<file path="src/sv/cssm_isqrt.sv">
module cssm_isqrt #(
   parameter int NW = 54,
   localparam int RW = NW / 2,
   localparam int CW = $clog2(NW / 2 + 1)
) (
   input  logic          clock,
   input  logic          reset,
   input  logic          start,
   input  logic [NW-1:0] value,
   output logic          done,
   output logic [RW-1:0] root
);

   logic [NW-1:0] n_ff, n_in;
   logic [NW-1:0] res_ff, res_in;
   logic [NW-1:0] bit_ff, bit_in;
   logic [CW-1:0] cnt_ff, cnt_in;
   logic          done_ff, done_in;
   logic [NW-1:0] trial;

   // One result bit per cycle, digit-by-digit square root.
   always_comb begin
      trial   = res_ff + bit_ff;
      n_in    = n_ff;
      res_in  = res_ff;
      bit_in  = bit_ff;
      cnt_in  = cnt_ff;
      done_in = 1'b0;
      if (start) begin
         n_in   = value;
         res_in = '0;
         bit_in = NW'(1) << (NW - 2);
         cnt_in = CW'(NW / 2);
      end else if (cnt_ff != '0) begin
         if (n_ff >= trial) begin
            n_in   = n_ff - trial;
            res_in = (res_ff >> 1) + bit_ff;
         end else begin
            res_in = res_ff >> 1;
         end
         bit_in  = bit_ff >> 2;
         cnt_in  = cnt_ff - CW'(1);
         done_in = (cnt_ff == CW'(1));
      end
   end

   always_ff @(posedge clock) begin
      if (reset) begin
         cnt_ff  <= '0;
         done_ff <= 1'b0;
      end else begin
         cnt_ff  <= cnt_in;
         done_ff <= done_in;
      end
      n_ff   <= n_in;
      res_ff <= res_in;
      bit_ff <= bit_in;
   end

   assign done = done_ff;
   assign root = res_ff[RW-1:0];

endmodule

</file>
<file path="config.mk">
export PLATFORM = sky130hd
export DESIGN_NAME = cssm_isqrt
export DESIGN_NICKNAME = d
export VERILOG_FILES = /design/src/sv/cssm_isqrt.sv
export SDC_FILE = /design/constraint.sdc
export NUM_CORES = 1
export LEC_CHECK = 0
export BUFFER_PORTS_ARGS = -buffer_cell sky130_fd_sc_hd__buf_2
export CELL_PAD_IN_SITES_DETAIL_PLACEMENT = 0
export CELL_PAD_IN_SITES_GLOBAL_PLACEMENT = 1
export CORE_ASPECT_RATIO = 0.7
export CORE_MARGIN = 3
export CORE_UTILIZATION = 40
export CTS_CLUSTER_SIZE = 30
export DETAILED_ROUTE_END_ITERATION = 7
export GPL_TIMING_DRIVEN = 0
export HOLD_SLACK_MARGIN = 0.12
export MAX_ROUTING_LAYER = met4
export PLACE_DENSITY = 0.73
export SLEW_MARGIN = 0
export SYNTH_ARGS = -nofsm -noshare
export SYNTH_HDL_FRONTEND = slang
export SYNTH_SLANG_ARGS = --single-unit
</file>
<file path="constraint.sdc">
create_clock -name clock -period 11.5 [get_ports clock]
set_clock_uncertainty 0.15 [all_clocks]
set_input_delay 0.575 -clock clock [delete_from_list [all_inputs] [get_ports clock]]
set_output_delay 0.575 -clock clock [all_outputs]
set_load 0.03 [all_outputs]
</file>
==> flow_summary.ini <==
[status]
run_status = finished, final reports clean

[logic_synthesis]
synth_simple_gate_area_share_pct = 19.3
synth_fa_ha_area_share_pct = 11.6
synthArstFlopShare_pct = 0
synthesis.instances = 1587
synth.yosys.seq_area_share_pct = 27.3
yosysUniqueCellTypes = 73
synth.avg_cell_area_sq_um = 7.77
synth.net_count = 1758
synth_xor_xnor_area_share_pct = 10.0
synth_top_family_by_area = compound AO/OA/AOI/OAI gates
synth.ff_latch_count = 141
synth-compound-area-share_pct = 26.2
yosysWarnings = 0
synth_top_flop_cell = sky130_fd_sc_hd__dfxtp_1
synth_enable_flop_cells = 54
synth.area.mux_share_pct = 0.497
synthesis.area_sq_um = 12300

[placement]
port-buffer-count = 83
detailed_place_hpwl_microns = 33300
gp_routability_congestion = 0.948
dp_slack_ps = 3200

[routing]
drt_pass1_iterations = 5
antenna_left = 0
post_route_wl_microns = 42600
vias = 12100
vias_per_cell = 5.70
routed_wire_length_per_instance_microns = 20.1
dr.first_iter.drc_count = 1030
drt_drc = 0

[cells_and_area]
diodes = 0
final_common_cell = sky130_fd_sc_hd__nand2_1
final_cell_mix = 266 x sky130_fd_sc_hd__nand2_1, 135 x sky130_fd_sc_hd__o21ai_0, 128 x sky130_fd_sc_hd__a21oi_1
area_growth_syn_to_layout_pct = 12.9
final.fill_count = 3074
drive_gt1_share_pct = 10.7
nets_final = 1862
post-route-util_pct = 46.1

[setup_path]
critical_path.endpoint_type = flop
kind_of_start_point_of_the_critical_path = flop
crit_required_ps = 11500
top_fanout_value_on_the_critical_path = 21
path_class = reg -> reg
worst-endpoint-arrival_ps = 8330

[die]
initial_core_util_pct = 40.9
ioPinCount = 85
die_height_microns = 153
core_region_area_sq_um = 30200
die-width_microns = 216
rows = 53
die_footprint_sq_um = 33000

[global_route]
grt_max_degree = 22
globalRouteOverflowTotal = 0
antenna_found_initial = 2
overall_track_demand_over_capacity_in_global_routing_pct = 26.3
global_route_wire_length_before_repair_microns = 65600
grt_pass1_vias = 11300

[timing]
worst-slew-pin-transition_ps = 1070
rsz0062_at_grt = no
max_slew_margin_pct = 28.5
worst_hold_margin_ps = 200
finalCriticalPeriod_ps = 8330
setup_total_negative_slack_ps = 0
final-hold-violation-count = 0
fmaxAchievable_mhz = 120
drv_slew = 0
fin_crit_sh_pct = 72.4
worst_slack_ps = 3170
final_setup_violation_count = 0

[clock_tree]
cts_tree = built
path_clk_slew_ps = 70
post_cts_resize_count = 0
clock_sinks = 141
number_of_buffers_created_by_cts = 17
ctsHoldBuffers = 0
cts-htree-levels = 4
post_cts_buffers = 0
worstSkewPairLatency_ps = 460
clock_path_buffers = 2
cts_root_buffer = sky130_fd_sc_hd__clkbuf_16

[power_and_ir_drop]
power_density_nw_per_um2 = 261
power.static_leakage_nw = 5.51
vdd_drop_max_mv = 0.113

[worst_hold_path]
hold_path_class = in -> reg

[run]
cap_violations = 0
worst paths after layout:
path,from,to,slack (ps),cells after the start
worst max-delay path,res_ff[2],n_ff[14],3170,25
worst min-delay path,reset,cnt_ff[1],200,2
worst max register to register,res_ff[2],n_ff[14],3170,25
worst min register to register,res_ff[0],res_ff[0],350,2
kinds of logic (layout without fill, tap and decap cells):
| family | count (synthesis) | count (layout) |
|---|---|---|
| buf+inv | 134 | 251 |
| flops | 141 | 141 |
| mux | 6 | 6 |
| xor+xnor | 141 | 141 |
| fa+ha+maj | 114 | 114 |
| simple gates | 538 | 538 |
| compound gates | 513 | 513 |
cell type report:
| cell class | count | area (sq um) | area share, % |
|---|---|---|---|
| well taps | 412 | 515 | 3.70 |
| clock buffers | 18 | 450 | 3.24 |
| clock inverters | 14 | 148 | 1.06 |
| repair buffers | 85 | 463 | 3.33 |
| flip-flops and latches | 141 | 3360 | 24.2 |
| multi-input cells | 1312 | 8350 | 60.0 |
| inverters | 33 | 124 | 0.890 |
| plain buffers | 101 | 508 | 3.65 |
power by group:
group / total [mW] / switching [mW] / leakage, nW / internal, mW
Combinational: 2.19 / 1.36 / 3.95 / 0.829
Clock: 0.588 / 0.268 / 0.290 / 0.319
Sequential: 0.854 / 0.132 / 1.26 / 0.722
Total: 3.63 / 1.76 / 5.51 / 1.87
registers in the layout (all words and copies together) (netlist names):
| name | flops |
|---|---|
| bit_ff | 27 |
| n_ff | 54 |
| done | 1 |
| cnt_ff | 5 |
| res_ff | 54 |
cell usage after synthesis (5+ instances only):
| cell | instances | area [sq um] |
|---|---|---|
| sky130_fd_sc_hd__edfxtp_1 | 54 | 1620 |
| sky130_fd_sc_hd__clkbuf_1 | 58 | 218 |
| sky130_fd_sc_hd__nor4_1 | 6 | 37.5 |
| sky130_fd_sc_hd__nor2_1 | 114 | 428 |
| sky130_fd_sc_hd__o211ai_1 | 11 | 82.6 |
| sky130_fd_sc_hd__a211oi_1 | 18 | 135 |
| sky130_fd_sc_hd__buf_4 | 29 | 218 |
| sky130_fd_sc_hd__a211o_1 | 7 | 61.3 |
| sky130_fd_sc_hd__o21a_1 | 11 | 82.6 |
| sky130_fd_sc_hd__or3_1 | 7 | 43.8 |
| sky130_fd_sc_hd__nand4_1 | 32 | 200 |
| sky130_fd_sc_hd__ha_1 | 113 | 1410 |
| sky130_fd_sc_hd__mux2i_1 | 5 | 50.1 |
| sky130_fd_sc_hd__nand3_1 | 25 | 125 |
| sky130_fd_sc_hd__a21o_1 | 39 | 293 |
| sky130_fd_sc_hd__a31o_2 | 5 | 43.8 |
| sky130_fd_sc_hd__and2_1 | 13 | 81.3 |
| sky130_fd_sc_hd__nand2b_1 | 9 | 56.3 |
| sky130_fd_sc_hd__xnor2_1 | 73 | 639 |
| sky130_fd_sc_hd__o31ai_1 | 6 | 45.0 |
| sky130_fd_sc_hd__o21bai_1 | 27 | 203 |
| sky130_fd_sc_hd__inv_1 | 33 | 124 |
| sky130_fd_sc_hd__o31a_1 | 6 | 52.6 |
| sky130_fd_sc_hd__o21ai_1 | 11 | 55.1 |
| sky130_fd_sc_hd__a21boi_0 | 5 | 37.5 |
| sky130_fd_sc_hd__and3_1 | 9 | 56.3 |
| sky130_fd_sc_hd__nor3_1 | 25 | 125 |
| sky130_fd_sc_hd__xor2_1 | 68 | 596 |
| sky130_fd_sc_hd__a21oi_1 | 128 | 641 |
| sky130_fd_sc_hd__a41oi_1 | 6 | 52.6 |
| sky130_fd_sc_hd__buf_2 | 9 | 45.0 |
| sky130_fd_sc_hd__nand2_1 | 266 | 998 |
| sky130_fd_sc_hd__o21ai_0 | 136 | 681 |
| sky130_fd_sc_hd__nor2b_1 | 18 | 113 |
| sky130_fd_sc_hd__dfxtp_1 | 87 | 1740 |
| sky130_fd_sc_hd__a31oi_1 | 51 | 319 |
metal layers:
layer | global-route usage [%] | vias to the layer above | share of wire [%] | wire, microns
met4 | 4.81 | 0 | 0.97 | 412
met3 | 4.87 | 29 | 6.7 | 2870
met1 | 39.8 | 5719 | 52 | 22300
met5 | - | - | 0 | 0
met2 | 36.3 | 353 | 40 | 17000
li1 | - | 5951 | - | -
stage by stage:
| step | power [mW] | instances | instance area (sq um) |
|---|---|---|---|
| CTS | 3.61 | 2116 | 13900 |
| floorplan | 2.41 | 1587 | 12300 |
| finish | 3.63 | 2116 | 13900 |
| detailed placement | 3.01 | 2084 | 13300 |
| global placement | 3.00 | 2082 | 13300 |
| global route | 3.90 | 2116 | 13900 |
worst max-delay path: stages (launching register included):
cell,delay (ps)
sky130_fd_sc_hd__dfxtp_1,380
sky130_fd_sc_hd__ha_1,360
sky130_fd_sc_hd__a31oi_1,160
sky130_fd_sc_hd__o21bai_2,220
sky130_fd_sc_hd__a31oi_1,230
sky130_fd_sc_hd__o31a_1,460
sky130_fd_sc_hd__o41a_1,520
sky130_fd_sc_hd__o211ai_1,310
sky130_fd_sc_hd__a31oi_1,190
sky130_fd_sc_hd__o21bai_1,230
sky130_fd_sc_hd__a21oi_1,120
sky130_fd_sc_hd__xnor2_1,330
sky130_fd_sc_hd__ha_1,310
sky130_fd_sc_hd__nand2_1,160
sky130_fd_sc_hd__nor2_1,270
sky130_fd_sc_hd__nand2_1,320
sky130_fd_sc_hd__nor4_1,840
sky130_fd_sc_hd__a41oi_1,280
sky130_fd_sc_hd__o21ai_0,150
sky130_fd_sc_hd__a211o_1,230
sky130_fd_sc_hd__nor2_1,180
sky130_fd_sc_hd__buf_2,310
sky130_fd_sc_hd__buf_4,250
sky130_fd_sc_hd__o21ai_4,560
sky130_fd_sc_hd__buf_12,270
sky130_fd_sc_hd__buf_16,190
No activity file was read; power rests on OpenSTA's default activity.
