## config.mk

```make
export PLATFORM = sky130hd
export DESIGN_NAME = cssm_div
export DESIGN_NICKNAME = d
export VERILOG_FILES = /design/src/sv/cssm_pkg.sv /design/src/sv/cssm_div.sv
export SDC_FILE = /design/constraint.sdc
export NUM_CORES = 1
export LEC_CHECK = 0
export ABC_AREA = 1
export BUFFER_PORTS_ARGS = -buffer_cell sky130_fd_sc_hd__buf_2
export CAP_MARGIN = 30
export CORE_UTILIZATION = 48
export CTS_CLUSTER_DIAMETER = 120
export CTS_CLUSTER_SIZE = 24
export DETAILED_ROUTE_END_ITERATION = 16
export MAX_ROUTING_LAYER = met4
export PLACE_DENSITY = 0.78
export SYNTH_ARGS = -nofsm -noshare
export SYNTH_HDL_FRONTEND = slang
export SYNTH_SLANG_ARGS = --single-unit
```

## constraint.sdc

```tcl
create_clock -name clock -period 4.95 [get_ports clock]
set_clock_uncertainty 0.2 [all_clocks]
set_input_delay 0.99 -clock clock [delete_from_list [all_inputs] [get_ports clock]]
set_output_delay 0.99 -clock clock [all_outputs]
set_load 0.01 [all_outputs]
```

## src/sv/cssm_pkg.sv

```systemverilog
package cssm_pkg;

   localparam int MAX_ROWS_A_DEF = 8;
   localparam int MAX_ROWS_B_DEF = 8;
   localparam int MAX_DIM_DEF    = 128;

   // Quotient bits produced by the divider (Q1.15, including the integer bit).
   localparam int QUOT_BITS = 16;

   localparam logic [1:0] KIND_LOAD_A  = 2'd0;
   localparam logic [1:0] KIND_LOAD_B  = 2'd1;
   localparam logic [1:0] KIND_COMPUTE = 2'd2;

   localparam logic [1:0] CSR_ROWS_A = 2'd0;
   localparam logic [1:0] CSR_ROWS_B = 2'd1;
   localparam logic [1:0] CSR_VLEN   = 2'd2;

   localparam logic [3:0] ROWS_RESET = 4'd8;
   localparam logic [7:0] VLEN_RESET = 8'd128;

endpackage

```

## src/sv/cssm_div.sv

```systemverilog
module cssm_div
   import cssm_pkg::*;
#(
   parameter int MW = 40,
   parameter int DW = 54,
   localparam int RW = DW + 1,
   localparam int CW = $clog2(QUOT_BITS + 1)
) (
   input  logic                 clock,
   input  logic                 reset,
   input  logic                 start,
   input  logic [MW-1:0]        mag,
   input  logic [DW-1:0]        den,
   output logic                 done,
   output logic [QUOT_BITS-1:0] quot
);

   logic [RW-1:0]        r_ff, r_in;
   logic [QUOT_BITS-1:0] q_ff, q_in;
   logic [CW-1:0]        cnt_ff, cnt_in;
   logic                 done_ff, done_in;
   logic [DW-1:0]        den_ff;
   logic [RW-1:0]        shifted;

   // Restoring division, one quotient bit per cycle. The caller guarantees
   // mag * 2^15 < den, so the quotient fits in QUOT_BITS.
   always_comb begin
      shifted = {r_ff[RW-2:0], 1'b0};
      r_in    = r_ff;
      q_in    = q_ff;
      cnt_in  = cnt_ff;
      done_in = 1'b0;
      if (start) begin
         r_in   = RW'({mag, 15'b0});
         q_in   = '0;
         cnt_in = CW'(QUOT_BITS);
      end else if (cnt_ff != '0) begin
         if (shifted >= RW'(den_ff)) begin
            r_in = shifted - RW'(den_ff);
            q_in = {q_ff[QUOT_BITS-2:0], 1'b1};
         end else begin
            r_in = shifted;
            q_in = {q_ff[QUOT_BITS-2:0], 1'b0};
         end
         cnt_in  = cnt_ff - CW'(1);
         done_in = (cnt_ff == CW'(1));
      end
   end

   always_ff @(posedge clock) begin
      if (reset) begin
         cnt_ff  <= '0;
         done_ff <= 1'b0;
      end else begin
         cnt_ff  <= cnt_in;
         done_ff <= done_in;
      end
      r_ff <= r_in;
      q_ff <= q_in;
      if (start) begin
         den_ff <= den;
      end
   end

   assign done = done_ff;
   assign quot = q_ff;

endmodule

```

==> impl_metrics.tcl, run 1 <==
set metrics [dict create \
    critical_path.max_stage_delay_ns 0.41 \
    timing.reg2reg.setup_slack_ns 1.84 \
    place_ws_ns 1.535 \
    slew_headroom_pct 46.20 \
    drt_wl_total_mm 30.16 \
    cts-root-buf "clkbuf_16" \
    drc 0 \
    fin_ws_ns 1.835 \
    ys.flop_type "edfxtp_1" \
    slew_viol_final 0 \
    syn_area_mm2 0.01037 \
    grt_pass1_vias 9590 \
    critPathRequiredTime_ns 4.94 \
    cpMostUsedCell "nand2_1" \
    cts.reportedPaths.clkPinSlew_ns 0.07 \
    cts_hold_buf 0 \
    final_util_pct 55.99 \
    clk_latency_ns 0.44 \
    pin_count 114 \
    fp-row-count 53 \
    setup_viol 0 \
    yosys_warnings 0 \
    htreeDepth 4 \
    final.setup.tns_ns 0 \
    min_to "quot[15]$_SDFFE_PP0P_" \
    diodes 0 \
    post_drt_via_cell_ratio 5.023 \
    initialDrtViolationCount 785 \
    yosysSeqAreaShare_pct 34.06 \
    final_cell_mix "644 x nand2_1, 367 x inv_1, 116 x nand3_1, 111 x buf_2, 99 x nor2_1" \
    outcome "completed" \
    crit_arrival_ns 3.11 \
    gp_congestion 0.9826 \
    die_x_um 149.0 \
    critical_path_buf_inv_count 3 \
    grt.total_usage_pct 29.10 \
    end_kind "flop" \
    worst_pin_slew_ns 0.8058 \
    area_growth_pct 13.81 \
    layout_commonest_cell "nand2_1" \
    globalRouteOverflowTotal 0 \
    design.core.area_mm2 0.02109 \
    vias 10207 \
    dpl.hpwl_mm 23.57 \
    min-delay-start "quot[15]$_SDFFE_PP0P_" \
    clkSinkCount 130 \
    antenna_left 0 \
    hold_viol_final 0 \
    synth_edf_count 93 \
    drtPass1Iterations 7 \
    holdPathStages 2 \
    hold_path_class "reg -> reg" \
    placed_area_mm2 0.01122 \
    cp-start-kind "flop" \
    powerDensity_mw_per_mm2 507.8 \
    cp_top_family "simple AND/OR/NAND/NOR gates" \
    post_cts_resize_count 0 \
    fin_area_mm2 0.01181 \
    chipHeight_um 149.0 \
    syn_inst 1635 \
    avgSynthCellArea_um2 6.345 \
    async_reset_ff_share_pct 0 \
    nFillCells 2118 \
    cp_max_fo 35 \
    cap_viol_max_count 0 \
    period_needed_ns 3.115 \
    p_total_uw 5995 \
    clk_path_buf_depth 2 \
    multi_input_area_mm2 0.005290 \
    worst-r2r-cell-count 13 \
    ir_drop_mv 0.2090 \
    io_buffers 112 \
    cts_tree "yes" \
    r2r-start "r_ff[26]$_DFFE_PP_" \
    synthDistinctLibCells 36 \
    synth_seq_cells 130 \
    regArea_mm2 0.003533 \
    drive_gt1_share_pct 9.846 \
    grt_pass1_wl_mm 48.47 \
    slowest_stage "ha_1" \
    numCtsBuffers 17 \
    wl_per_cell_um 14.84 \
    crit_chain "ha_1, nand2_1, nor2_1, inv_1, nor2_1, nand2_1, inv_1, nand3_2, nand3_4, buf_12, nand3_1, nand3_1, nand2_1" \
    worst-setup-path-type "reg -> reg" \
    clock.fmax_mhz 321.0 \
    start_util_pct 49.19 \
    rr_endpoint "r_ff[27]$_DFFE_PP_" \
    antenna_found_initial 0 \
    post_cts_buffers 0 \
    die_area_mm2 0.02220 \
    finalCritPeriodShare_pct 62.93 \
    p_leak_uw 0.006655 \
    rsz0062_at_grt "false" \
    grt_max_degree 49 \
    syn-num-nets 1789 \
    fin_nets 1898 \
]
-- cell type report --
class	count	share of cell area, %
Clock buffer	18	3.815
Clock inverter	14	1.123
Inverter	373	11.86
Multi-Input combinational cell	1101	44.81
Sequential cell	130	29.93
Tap cell	275	2.914
Timing Repair Buffer	121	5.553
-- state kept, by name, summed over array words and instances (netlist names) --
name / count
cnt_ff: 5
den_ff: 54
done: 1
r_ff: 54
quot: 16
-- where the power goes --
group / internal [uW] / leakage, uW / switching [uW]
Sequential: 1420 / 0.00125 / 121
Clock: 697 / 0.000293 / 569
Combinational: 1040 / 0.00512 / 2140
Total: 3160 / 0.00666 / 2830
-- worst reg2reg max path, delay by kind of cell (launching register included) --
family        cells  cell delay, ns
buf+inv           3            0.46
flops             1            0.39
simple gates      9            1.42
fa+ha+maj         1            0.41
-- per-stage QoR --
step / std cells / hold WS [ns]
floorplan: 1635 / 0.2216
global placement: 1999 / 0.2461
detailed placement: 2000 / 0.2593
CTS: 2032 / 0.2767
global route: 2032 / 0.2989
finish: 2032 / 0.2694
-- cell families after synthesis --
family | count (synthesis) | share of synthesized area, %
AOI/OAI and AO/OA | 74 | 4.053
DFF | 130 | 34.06
buffers and inverters | 404 | 14.94
xor gates and xnor gates | 28 | 2.364
and+or+nand+nor | 942 | 37.63
adders and majority gates | 57 | 6.947
-- cells in the mapped netlist (7+ instances only) --
library cell  count  share of area, %
nor3_1           13              0.63
xnor2_1          21               1.8
nor2_1           99               3.6
a21oi_1          36               1.7
nand4_1          50               3.0
nand2_1         644                23
xor2_1            7              0.59
nand3_1         116               5.6
o21ai_0          12              0.58
edfxtp_1         93                27
clkbuf_1         17              0.62
dfxtp_1          37               7.1
inv_1           368                13
o22ai_1          15              0.90
ha_1             56               6.8
-- worst max path at each step --
stage               cells past startpoint          startpoint  slack (ns)                     to
finish                                 13  r_ff[26]$_DFFE_PP_        1.84     r_ff[27]$_DFFE_PP_
global route                           14  r_ff[31]$_DFFE_PP_        1.55     r_ff[41]$_DFFE_PP_
CTS                                    14  r_ff[45]$_DFFE_PP_        1.84     r_ff[42]$_DFFE_PP_
global placement                        6               start        1.56  quot[11]$_SDFFE_PP0P_
detailed placement                      9               start        1.54     r_ff[38]$_DFFE_PP_
floorplan                               4               start        1.67     r_ff[15]$_DFFE_PP_
-- routing by layer --
layer | global-route usage [%] | up-vias | share of wire, %
li1 | - | 5250 | -
met1 | 39.47 | 4582 | 47
met2 | 45.16 | 326 | 45
met3 | 3.609 | 49 | 5.6
met4 | 9.031 | 0 | 2.3
met5 | - | - | 0
No activity file was read; power rests on OpenSTA's default activity.
==> run 2: changes to the inputs <==
--- a/config.mk
+++ b/config.mk
@@ -13,7 +13,7 @@
 export CTS_CLUSTER_SIZE = 24
 export DETAILED_ROUTE_END_ITERATION = 16
 export MAX_ROUTING_LAYER = met4
-export PLACE_DENSITY = 0.78
+export PLACE_DENSITY = 0.81
 export SYNTH_ARGS = -nofsm -noshare
 export SYNTH_HDL_FRONTEND = slang
 export SYNTH_SLANG_ARGS = --single-unit
==> constraint.sdc (replaced) <==
create_clock -name clock -period 2.8 [get_ports clock]
set_clock_uncertainty 0.2 [all_clocks]
set_input_delay 0.56 -clock clock [delete_from_list [all_inputs] [get_ports clock]]
set_output_delay 0.56 -clock clock [all_outputs]
set_load 0.01 [all_outputs]
==> run 2 against run 1 <==
Against the previous run:
- combinational power up 110%
- critical path depth increased by 1
- flip-flop and latch count stayed put
- sequential share of layout area is 2.8 points lower
- largest power group unchanged
- die area unchanged
- via count increased by 4.6%
- count of clock-buffer cells in the layout grew 1
- setup slack got worse by 1.8 ns
- first-iteration DRC count increased by 24%
- maximum frequency up 14%
==> impl_metrics.tcl, run 2 (synthesis results as in run 1) <==
set metrics [dict create \
    io_buffers 112 \
    slowest_stage "edfxtp_1" \
    drt_wl_total_mm 33.23 \
    grt.total_usage_pct 30.37 \
    cts_tree "yes" \
    start_util_pct 49.19 \
    holdPathStages 2 \
    design.core.area_mm2 0.02109 \
    post_drt_via_cell_ratio 5.098 \
    worst-setup-path-type "reg -> reg" \
    worst_pin_slew_ns 0.7988 \
    fin_nets 1960 \
    slew_viol_final 0 \
    cap_viol_max_count 0 \
    die_area_mm2 0.02220 \
    cp-start-kind "flop" \
    cts.reportedPaths.clkPinSlew_ns 0.07 \
    slew_headroom_pct 46.75 \
    fin_area_mm2 0.01300 \
    clkSinkCount 130 \
    vias 10676 \
    powerDensity_mw_per_mm2 916.6 \
    nFillCells 1926 \
    htreeDepth 4 \
    crit_chain "ha_4, nand2_1, buf_4, inv_1, nand2_1, nand3_1, a21oi_1, nand2_1, a21oi_1, nand2_1, nand2_1, nand3_1, nand2_1, nand2_1" \
    final_util_pct 61.65 \
    cts_hold_buf 0 \
    p_total_uw 11920 \
    ir_drop_mv 0.4236 \
    initialDrtViolationCount 970 \
    rsz0062_at_grt "true" \
    final_cell_mix "627 x nand2_1, 365 x inv_1, 113 x nand3_1, 111 x buf_2, 93 x edfxtp_1" \
    hold_ws_ns 0.08952 \
    drc 0 \
    clk_latency_ns 0.44 \
    grt_max_degree 91 \
    numCtsBuffers 17 \
    cts-root-buf "clkbuf_16" \
    die_x_um 149.0 \
    grt_pass1_wl_mm 50.14 \
    chipHeight_um 149.0 \
    globalRouteOverflowTotal 0 \
    grt_pass1_vias 9649 \
    wl_per_cell_um 15.87 \
    worst-r2r-cell-count 14 \
    finalCritPeriodShare_pct 97.38 \
    period_needed_ns 2.727 \
    outcome "completed" \
    clk_path_buf_depth 2 \
    antenna_left 0 \
    drtPass1Iterations 6 \
    crit_arrival_ns 2.72 \
    fp-row-count 53 \
    clock.fmax_mhz 366.8 \
    critPathRequiredTime_ns 2.79 \
    antenna_found_initial 0 \
    end_kind "flop" \
    placed_area_mm2 0.01165 \
    layout_commonest_cell "nand2_1" \
    critical_path.max_stage_delay_ns 0.44 \
    gp_congestion 1.025 \
    p_leak_uw 0.007005 \
    setup_viol 0 \
    drive_gt1_share_pct 17.48 \
    cp_max_fo 5 \
    area_growth_pct 25.33 \
    hold_path_class "in -> reg" \
    hold_viol_final 0 \
    diodes 0 \
    dpl.hpwl_mm 25.03 \
    cpMostUsedCell "nand2_1" \
    pin_count 114 \
]
-- run 2: area by class of cell --
class                      instances  area [um^2]  area share, %
sequential                       130         3533          27.18
inverter                         373         1400          10.77
timing repair buffer             183         1212          9.325
clock inverter                    13        130.1          1.001
tap                              275        344.1          2.647
clock buffer                      19        475.5          3.657
multi-input combinational       1101         5906          45.42
-- run 2: what timing repair did --
| action | CTS | global route |
|---|---|---|
| cloned | 0 | 2 |
| pin swaps | 2 | 9 |
| resized for setup | 5 | 94 |
| endpoints found under the setup margin | 26 | 53 |
| setup buffers | 2 | 6 |
-- run 2: layer usage --
metal | global-route usage (%) | share of wire, % | vias up
li1 | - | - | 5370
met1 | 41.39 | 46 | 4869
met2 | 47.98 | 46 | 384
met3 | 3.028 | 5.8 | 53
met4 | 8.214 | 2.2 | 0
met5 | - | 0 | -
-- run 2: worst paths after layout --
check	from	to	slack, ns
max	r_ff[27]$_DFFE_PP_	r_ff[49]$_DFFE_PP_	0.07
min	reset	cnt_ff[4]$_SDFFE_PP0P_	0.09
max reg2reg	r_ff[27]$_DFFE_PP_	r_ff[49]$_DFFE_PP_	0.07
min reg2reg	cnt_ff[4]$_SDFFE_PP0P_	done$_SDFF_PP0_	0.26
-- run 2: critical path: cells and delay by family (launching register included) --
| family | cells | cell delay, ns |
|---|---|---|
| AND/OR/NAND/NOR | 9 | 0.83 |
| buffers and inverters | 2 | 0.17 |
| adder cells (fa/ha/maj) | 1 | 0.29 |
| flip-flops | 1 | 0.44 |
| AO/OA/AOI/OAI | 2 | 0.55 |
-- run 2: report_power, final --
group | leakage, uW | switching, uW | internal, uW
combinational | 0.00546 | 4170 | 2600
sequential | 0.00125 | 315 | 2520
clock | 0.000296 | 1020 | 1290
-- run 2: stage by stage --
| step | instances | worst slack, ns | setup TNS, ns |
|---|---|---|---|
| after floorplan | 1635 | 0.3918 | 0 |
| after global placement | 2052 | -0.03893 | -0.03893 |
| after detailed placement | 2052 | -0.06305 | -0.7067 |
| after CTS | 2086 | 0.001031 | 0 |
| after global routing | 2094 | -0.03623 | -0.1769 |
| final | 2094 | 0.07335 | 0 |
